<file path="config.mk">
export PLATFORM = sky130hd
export DESIGN_NAME = sorted_priority_queue
export DESIGN_NICKNAME = d
export VERILOG_FILES = /design/src/design/spq_pkg.sv /design/src/design/sorted_priority_queue.sv
export VERILOG_INCLUDE_DIRS = /design/src /design/src/design
export SDC_FILE = /design/constraint.sdc
export NUM_CORES = 2
export LEC_CHECK = 0
export BUFFER_PORTS_ARGS = -buffer_cell sky130_fd_sc_hd__buf_2
export CAP_MARGIN = 25
export CORE_ASPECT_RATIO = 1.1
export CORE_MARGIN = 8
export CORE_UTILIZATION = 69
export CTS_CLUSTER_DIAMETER = 50
export DETAILED_ROUTE_END_ITERATION = 7
export GPL_TIMING_DRIVEN = 0
export PLACE_DENSITY = 0.87
export SKIP_LAST_GASP = 1
export SLEW_MARGIN = 40
export SYNTH_ARGS = -nofsm -noshare
export SYNTH_HDL_FRONTEND = slang
export SYNTH_SLANG_ARGS = --single-unit
</file>
<file path="constraint.sdc">
create_clock -name i_clk -period 15.65 [get_ports i_clk]
set_input_delay 4.695 -clock i_clk [delete_from_list [all_inputs] [get_ports i_clk]]
set_output_delay 4.695 -clock i_clk [all_outputs]
set_load 0.05 [all_outputs]
</file>
<file path="src/design/assert_macros.svh">
// assertion helpers shared by the rtl
`ifndef ASSERT_MACROS_SVH
`define ASSERT_MACROS_SVH

// checked on every clock edge outside reset
`define SPQ_ASSERT(label, prop, msg) \
    label: assert property (@(posedge i_clk) disable iff (!i_rst_n) prop) else $error(msg);

// checked on every clock edge, reset included
`define SPQ_ASSERT_ALWAYS(label, prop, msg) \
    label: assert property (@(posedge i_clk) prop) else $error(msg);

`endif

</file>
<file path="src/design/spq_pkg.sv">
`timescale 1ns / 1ps

package spq_pkg;

    // default number of entries
    localparam int unsigned QUEUE_DEPTH = 16;

    // request and result field widths
    localparam int unsigned VALUE_W = 32;
    localparam int unsigned PRI_W   = 16;
    localparam int unsigned OCC_W   = 5;

    // packed stream widths
    localparam int unsigned S_TDATA_W = 48;
    localparam int unsigned M_TDATA_W = 40;

    // request kinds
    typedef enum logic {
        OP_INSERT = 1'b0,
        OP_REMOVE = 1'b1
    } t_op;

    // result status codes
    typedef enum logic [1:0] {
        ST_DONE  = 2'd0,
        ST_EMPTY = 2'd1,
        ST_FULL  = 2'd2
    } t_status;

endpackage

</file>
<file path="src/design/sorted_priority_queue.sv">
`timescale 1ns / 1ps
// Sorted priority queue, highest priority at the head.
// Slave channel s_axis carries requests: tuser selects insert (0) or remove (1),
// tdata holds the value and priority of an insert. Master channel m_axis returns
// exactly one result per request: the removed value (zero unless a remove
// succeeded), the new occupancy and a status of done, empty or full.
// An insert goes behind every entry of strictly higher priority and ahead of
// entries of equal or lower priority; an insert into a full queue and a remove
// from an empty one leave the queue unchanged.
// Request and result are registered: the request register, then the entry
// update and result register. Throughput: one request per cycle while the
// receiver takes results; the whole entry file compares and shifts in parallel.
// Reset (synchronous, active low) empties the queue and drops both pipeline
// registers; entry contents are not cleared since only held entries are read.
// When the receiver stalls, the finished result holds in the output register,
// one more request is held in the input register, then tready falls until the
// result is taken.
module sorted_priority_queue #(
    parameter int unsigned QUEUE_DEPTH = spq_pkg::QUEUE_DEPTH
) (
    input  logic                           i_clk,
    input  logic                           i_rst_n,
    // request channel
    input  logic                           i_s_axis_tvalid,
    output logic                           o_s_axis_tready,
    // [31:0] item_value, [47:32] item_priority
    input  logic [spq_pkg::S_TDATA_W-1:0]  i_s_axis_tdata,
    // [0] op
    input  logic [0:0]                     i_s_axis_tuser,
    // result channel
    output logic                           o_m_axis_tvalid,
    input  logic                           i_m_axis_tready,
    // [31:0] removed_value, [36:32] occupancy, [39:37] zero
    output logic [spq_pkg::M_TDATA_W-1:0]  o_m_axis_tdata,
    // [1:0] status
    output logic [1:0]                     o_m_axis_tuser
);

    localparam int unsigned CNT_W   = $clog2(QUEUE_DEPTH + 1);
    localparam int unsigned VALUE_W = spq_pkg::VALUE_W;
    localparam int unsigned PRI_W   = spq_pkg::PRI_W;
    localparam int unsigned OCC_W   = spq_pkg::OCC_W;

    // request register
    logic                      r_in_valid;
    spq_pkg::t_op              r_in_op;
    logic [VALUE_W-1:0]        r_in_value;
    logic signed [PRI_W-1:0]   r_in_pri;

    // entry file and fill count
    logic [VALUE_W-1:0]        r_val [QUEUE_DEPTH];
    logic signed [PRI_W-1:0]   r_pri [QUEUE_DEPTH];
    logic [VALUE_W-1:0]        n_val [QUEUE_DEPTH];
    logic signed [PRI_W-1:0]   n_pri [QUEUE_DEPTH];
    logic [CNT_W-1:0]          r_count;
    logic [CNT_W-1:0]          n_count;

    // result register
    logic                      r_out_valid;
    logic [VALUE_W-1:0]        r_out_value;
    spq_pkg::t_status          r_out_status;
    logic [CNT_W-1:0]          r_out_count;

    logic [VALUE_W-1:0]        n_out_value;
    spq_pkg::t_status          n_out_status;

    logic                      proc_fire;
    logic                      s_fire;
    logic                      is_full;
    logic                      is_empty;
    logic                      do_insert;
    logic                      do_remove;
    logic [QUEUE_DEPTH-1:0]    higher;

    // handshake
    assign proc_fire       = r_in_valid && (!r_out_valid || i_m_axis_tready);
    assign o_s_axis_tready = !r_in_valid || proc_fire;
    assign s_fire          = i_s_axis_tvalid && o_s_axis_tready;

    assign is_full   = (r_count == CNT_W'(QUEUE_DEPTH));
    assign is_empty  = (r_count == '0);
    assign do_insert = proc_fire && (r_in_op == spq_pkg::OP_INSERT) && !is_full;
    assign do_remove = proc_fire && (r_in_op == spq_pkg::OP_REMOVE) && !is_empty;

    // request register
    always_ff @(posedge i_clk) begin
        if (!i_rst_n) begin
            r_in_valid <= 1'b0;
        end else if (s_fire) begin
            r_in_valid <= 1'b1;
        end else if (proc_fire) begin
            r_in_valid <= 1'b0;
        end
    end

    always_ff @(posedge i_clk) begin
        if (s_fire) begin
            r_in_op    <= spq_pkg::t_op'(i_s_axis_tuser[0]);
            r_in_value <= i_s_axis_tdata[VALUE_W-1:0];
            r_in_pri   <= i_s_axis_tdata[VALUE_W +: PRI_W];
        end
    end

    // held entries that outrank the new one
    always_comb begin
        for (int i = 0; i < QUEUE_DEPTH; i++) begin
            higher[i] = (CNT_W'(i) < r_count) && (r_pri[i] > r_in_pri);
        end
    end

    // next entry file: parallel insert shift or remove shift
    always_comb begin
        for (int i = 0; i < QUEUE_DEPTH; i++) begin
            n_val[i] = r_val[i];
            n_pri[i] = r_pri[i];
        end
        if (do_insert) begin
            if (!higher[0]) begin
                n_val[0] = r_in_value;
                n_pri[0] = r_in_pri;
            end
            for (int i = 1; i < QUEUE_DEPTH; i++) begin
                if (!higher[i]) begin
                    if (higher[i-1]) begin
                        n_val[i] = r_in_value;
                        n_pri[i] = r_in_pri;
                    end else begin
                        n_val[i] = r_val[i-1];
                        n_pri[i] = r_pri[i-1];
                    end
                end
            end
        end else if (do_remove) begin
            for (int i = 0; i < QUEUE_DEPTH - 1; i++) begin
                n_val[i] = r_val[i+1];
                n_pri[i] = r_pri[i+1];
            end
        end
    end

    // next fill count and result
    always_comb begin
        n_count      = r_count;
        n_out_value  = '0;
        n_out_status = spq_pkg::ST_DONE;
        case (r_in_op)
            spq_pkg::OP_INSERT: begin
                if (is_full) begin
                    n_out_status = spq_pkg::ST_FULL;
                end else begin
                    n_count = r_count + CNT_W'(1);
                end
            end
            spq_pkg::OP_REMOVE: begin
                if (is_empty) begin
                    n_out_status = spq_pkg::ST_EMPTY;
                end else begin
                    n_count     = r_count - CNT_W'(1);
                    n_out_value = r_val[0];
                end
            end
            default: begin
                n_count = r_count;
            end
        endcase
    end

    // entry file
    always_ff @(posedge i_clk) begin
        for (int i = 0; i < QUEUE_DEPTH; i++) begin
            r_val[i] <= n_val[i];
            r_pri[i] <= n_pri[i];
        end
    end

    // fill count
    always_ff @(posedge i_clk) begin
        if (!i_rst_n) begin
            r_count <= '0;
        end else if (proc_fire) begin
            r_count <= n_count;
        end
    end

    // result register
    always_ff @(posedge i_clk) begin
        if (!i_rst_n) begin
            r_out_valid <= 1'b0;
        end else if (proc_fire) begin
            r_out_valid <= 1'b1;
        end else if (i_m_axis_tready) begin
            r_out_valid <= 1'b0;
        end
    end

    always_ff @(posedge i_clk) begin
        if (proc_fire) begin
            r_out_value  <= n_out_value;
            r_out_status <= n_out_status;
            r_out_count  <= n_count;
        end
    end

    // result channel
    assign o_m_axis_tvalid = r_out_valid;
    assign o_m_axis_tdata  = {{(spq_pkg::M_TDATA_W - VALUE_W - OCC_W){1'b0}},
                              OCC_W'(r_out_count), r_out_value};
    assign o_m_axis_tuser  = r_out_status;

    // checks
`include "assert_macros.svh"

    `SPQ_ASSERT(a_count_bound, r_count <= CNT_W'(QUEUE_DEPTH), "fill count beyond depth")
    `SPQ_ASSERT(a_head_sorted, r_count >= CNT_W'(2) |-> r_pri[0] >= r_pri[1], "head out of order")
    `SPQ_ASSERT(a_full_refused, do_insert |-> !is_full, "insert accepted while full")
    `SPQ_ASSERT(a_count_step, proc_fire && r_in_op == spq_pkg::OP_REMOVE && !is_empty |=> r_count == $past(r_count) - CNT_W'(1), "remove did not drop count")
    `SPQ_ASSERT_ALWAYS(a_reset_empty, !i_rst_n |=> r_count == '0 && !r_out_valid && !r_in_valid, "reset left state")

endmodule

</file>
==> flow_metrics.env <==
export IMPL_status="finished, violations left"
export IMPL_violations="design-rule violations"
export IMPL_syn_area_um2=47000
export IMPL_r2r_end="r_val[0][207]"
export IMPL_firstDrtPassIters=8
export IMPL_tightest_slew_ps=920
export IMPL_cp_required_ps=10960
export IMPL_avgRoutedWirePerCell_um=27.3
export IMPL_critPathCapture="o_s_axis_tready"
export IMPL_routed_wl_um=147000
export IMPL_worstPathCellList="buf_2, nor2b_1, nand2_1, buf_2"
export IMPL_syn_inst=4248
export IMPL_hold_path_class="flip-flop to flip-flop"
export IMPL_cts_setup_buffers=0
export IMPL_io_buffers=93
export IMPL_path_class="primary input to output port"
export IMPL_slowest_stage="nor2b_1"
export IMPL_critPathLaunch="i_m_axis_tready"
export IMPL_worst_setup_path_end_kind="output port"
export IMPL_ys_top_cells_by_area="edfxtp_1 55%, mux2i_1 8.3%, ha_1 6.9%"
export IMPL_clock_path_buffers=3
export IMPL_placed_area_um2=49200
export IMPL_die_h_um=290
export IMPL_clock_fmax_ghz=0.0995
export IMPL_core_area_um2=67600
export IMPL_clk_pin_slew_ps=60
export IMPL_grt_max_degree=48
export IMPL_initial_core_util=0.695
export IMPL_ys_flop_type="edfxtp_1"
export IMPL_period_share=0.642
export IMPL_hold_buffers=0
export IMPL_arrival_ps=5350
export IMPL_synthToLayoutAreaGrowth_pct=10.9
export IMPL_worst_path_most_repeated_cell="buf_2"
export IMPL_hold_viol=0
export IMPL_avgSynthCellArea_um2=11.1
export IMPL_cts_resized=0
export IMPL_nets=4777
export IMPL_synth_top_cell_area_share=0.547
export IMPL_die_width_um=265
export IMPL_final_area_um2=52100
export IMPL_crit_path_max_fanout=4
export IMPL_timing_rr_start="r_in_pri[15]"
export IMPL_cts_tree="done"
export IMPL_grt_setup_unrepaired="false"
export IMPL_p_leak_nw=19.8
export IMPL_drt_iter0_drc=5304
export IMPL_grt_pass1_vias=38900
export IMPL_antenna_found_initial=0
export IMPL_synth_cell_type_count=68
export IMPL_fillers=4440
export IMPL_cts_root_buf="clkbuf_16"
export IMPL_track_usage=0.373
export IMPL_synth_edf_count=856
export IMPL_synth_most_common_cell="edfxtp_1"
export IMPL_vias_per_cell=7.04
export IMPL_ys_warn_count=0
export IMPL_period_minus_slack_ps=10050
export IMPL_fin_tns_setup_ps=0
export IMPL_numCtsBuffers=93
export IMPL_gr_total_overflow=0
export IMPL_async_flop_share=0
export IMPL_grt_pass1_wl_um=218000
export IMPL_antenna_left=0
export IMPL_setup_viol_count_final=0
export IMPL_yosysSeqAreaShare=0.550
export IMPL_synth_common_cells="856 x edfxtp_1, 782 x nand2_1, 389 x mux2i_1, 312 x nand3_1, 292 x o211ai_1"
export IMPL_finalMaxSlewViolations=0
export IMPL_r2r_slack_ps=10330
export IMPL_final_setup_skew_ps=21.6
export IMPL_ys_ff_latch=863
export IMPL_dieArea_um2=76700
export IMPL_clkLatencyLatePin_ps=660
export IMPL_max_stage_delay_ps=230
export IMPL_num_rows=100
export IMPL_start_kind="primary input"
export IMPL_ios=97
export IMPL_yosys_area_top_type="edfxtp_1"
export IMPL_peakVddDrop_v=0.0000871
export IMPL_maxCapViolCount=0
export IMPL_p_per_area_nw_per_um2=107
export IMPL_cts_htree_levels=3
export IMPL_vias=38100
export IMPL_dp_hpwl_um=109000
export IMPL_drive_gt1_frac=0.0996
export IMPL_cts_sinks=863
export IMPL_relSlewSlack=0.387
export IMPL_gp_congestion=0.958
export IMPL_ff2ff_path_depth=13
export IMPL_drc=2
==> final cells by class <==
type	count	area, um2	share of cell area
well taps	867	1080	0.0208
diodes	1	2.50	0.0000480
clock buffers	115	2420	0.0464
plain buffers	332	1500	0.0288
multi-input cells	2998	19600	0.376
repair buffers	120	986	0.0189
clock inverters	53	450	0.00865
flip-flops and latches	863	25800	0.496
inverters	57	214	0.00411
==> where the power goes <==
part	switching, W	internal [W]	leakage (nW)
clock network	0.000961	0.00119	1.36
logic	0.000440	0.000206	10.5
registers	0.0000731	0.00269	7.99
total	0.00147	0.00408	19.8
==> registers in the layout (all words and copies together), names as in the netlist <==
| name | flops |
|---|---|
| r_in_op | 1 |
| r_count | 5 |
| r_in_valid | 1 |
| o_m_axis_tuser | 2 |
| r_pri | 256 |
| r_in_value | 32 |
| o_m_axis_tvalid | 1 |
| r_in_pri | 16 |
| r_val | 512 |
| r_out_value | 32 |
| r_out_count | 5 |
==> cells by family after synthesis <==
kind of cell,count (synthesis),share of synthesized area
AO/OA/AOI/OAI,914,0.120
XOR/XNOR,2,0.000373
adder cells (fa/ha/maj),259,0.0690
buffers and inverters,389,0.0361
flip-flops,863,0.550
multiplexers,445,0.0967
other,1,0.0000798
AND/OR/NAND/NOR,1375,0.127
==> cell usage in the layout, fill, tap and decap left out, types with 6 or more instances in the layout <==
master      Yosys  routed
nand3_1       312     312
buf_4          20      21
nand2_1       782     773
inv_6           0       8
buf_12          1      11
o21ai_1        70      69
clkbuf_2        0      10
o21ai_4         0       6
o21ai_0       244     238
o211ai_1      292     292
a21o_1         32      32
nand4_1        40      40
a21oi_1       198     198
ha_1          259     259
clkinvlp_4      0      12
inv_1          57      56
buf_1          36      35
mux2_2         53      53
buf_6           6       6
dfxtp_1         7       7
edfxtp_1      856     856
buf_2          72     166
clkinv_1        0      18
nor2b_1        21      21
and4_1          7       7
buf_16          0       6
clkinv_2        0       7
clkbuf_1      196     207
o221ai_1       10      10
a211oi_1       11      11
clkbuf_16       0      93
nor2_1        128     128
and2_1         37      36
mux2i_1       389     389
o21a_1         13      13
nor4_1         13      13
nor3_1         12      12
buf_8           1      11
nand2_4         0       9
nand2b_1        6       6
==> layer usage <==
layer	vias to the layer above	GRT usage	part of all wire
met3	727	0.0503	0.086
met4	0	0.301	0.092
met2	2704	0.617	0.47
met1	18300	0.437	0.35
met5	-	0	0
li1	16300	-	-
==> worst max-delay path, delay by kind of cell <==
kind	cells	cell delay [ps]
buf+inv	2	310
simple gates	2	340
==> through the flow <==
stage	worst slack [ps]	cells	power (W)	util	hold slack [ps]
2_1_floorplan	5410	4250	0.00319	-	477
3_3_place_gp	1800	5210	0.00338	0.718	487
3_5_place_dp	5620	5236	0.00342	0.728	503
4_1_cts	5600	5404	0.00552	0.771	521
5_1_grt	5530	5405	0.00568	0.771	564
6_report	5600	5406	0.00555	0.771	525
==> how the worst min path moves through the flow <==
| stage | startpoint | endpoint | slack, ps | depth (start not counted) |
|---|---|---|---|---|
| 2_1_floorplan | r_in_valid | o_m_axis_tvalid | 480 | 1 |
| 3_3_place_gp | r_in_valid | o_m_axis_tvalid | 490 | 1 |
| 3_5_place_dp | r_in_valid | o_m_axis_tvalid | 500 | 1 |
| 4_1_cts | r_in_valid | o_m_axis_tvalid | 520 | 1 |
| 5_1_grt | r_in_valid | o_m_axis_tvalid | 560 | 1 |
| 6_report | r_in_valid | o_m_axis_tvalid | 530 | 1 |
No activity file was read; power rests on OpenSTA's default activity.
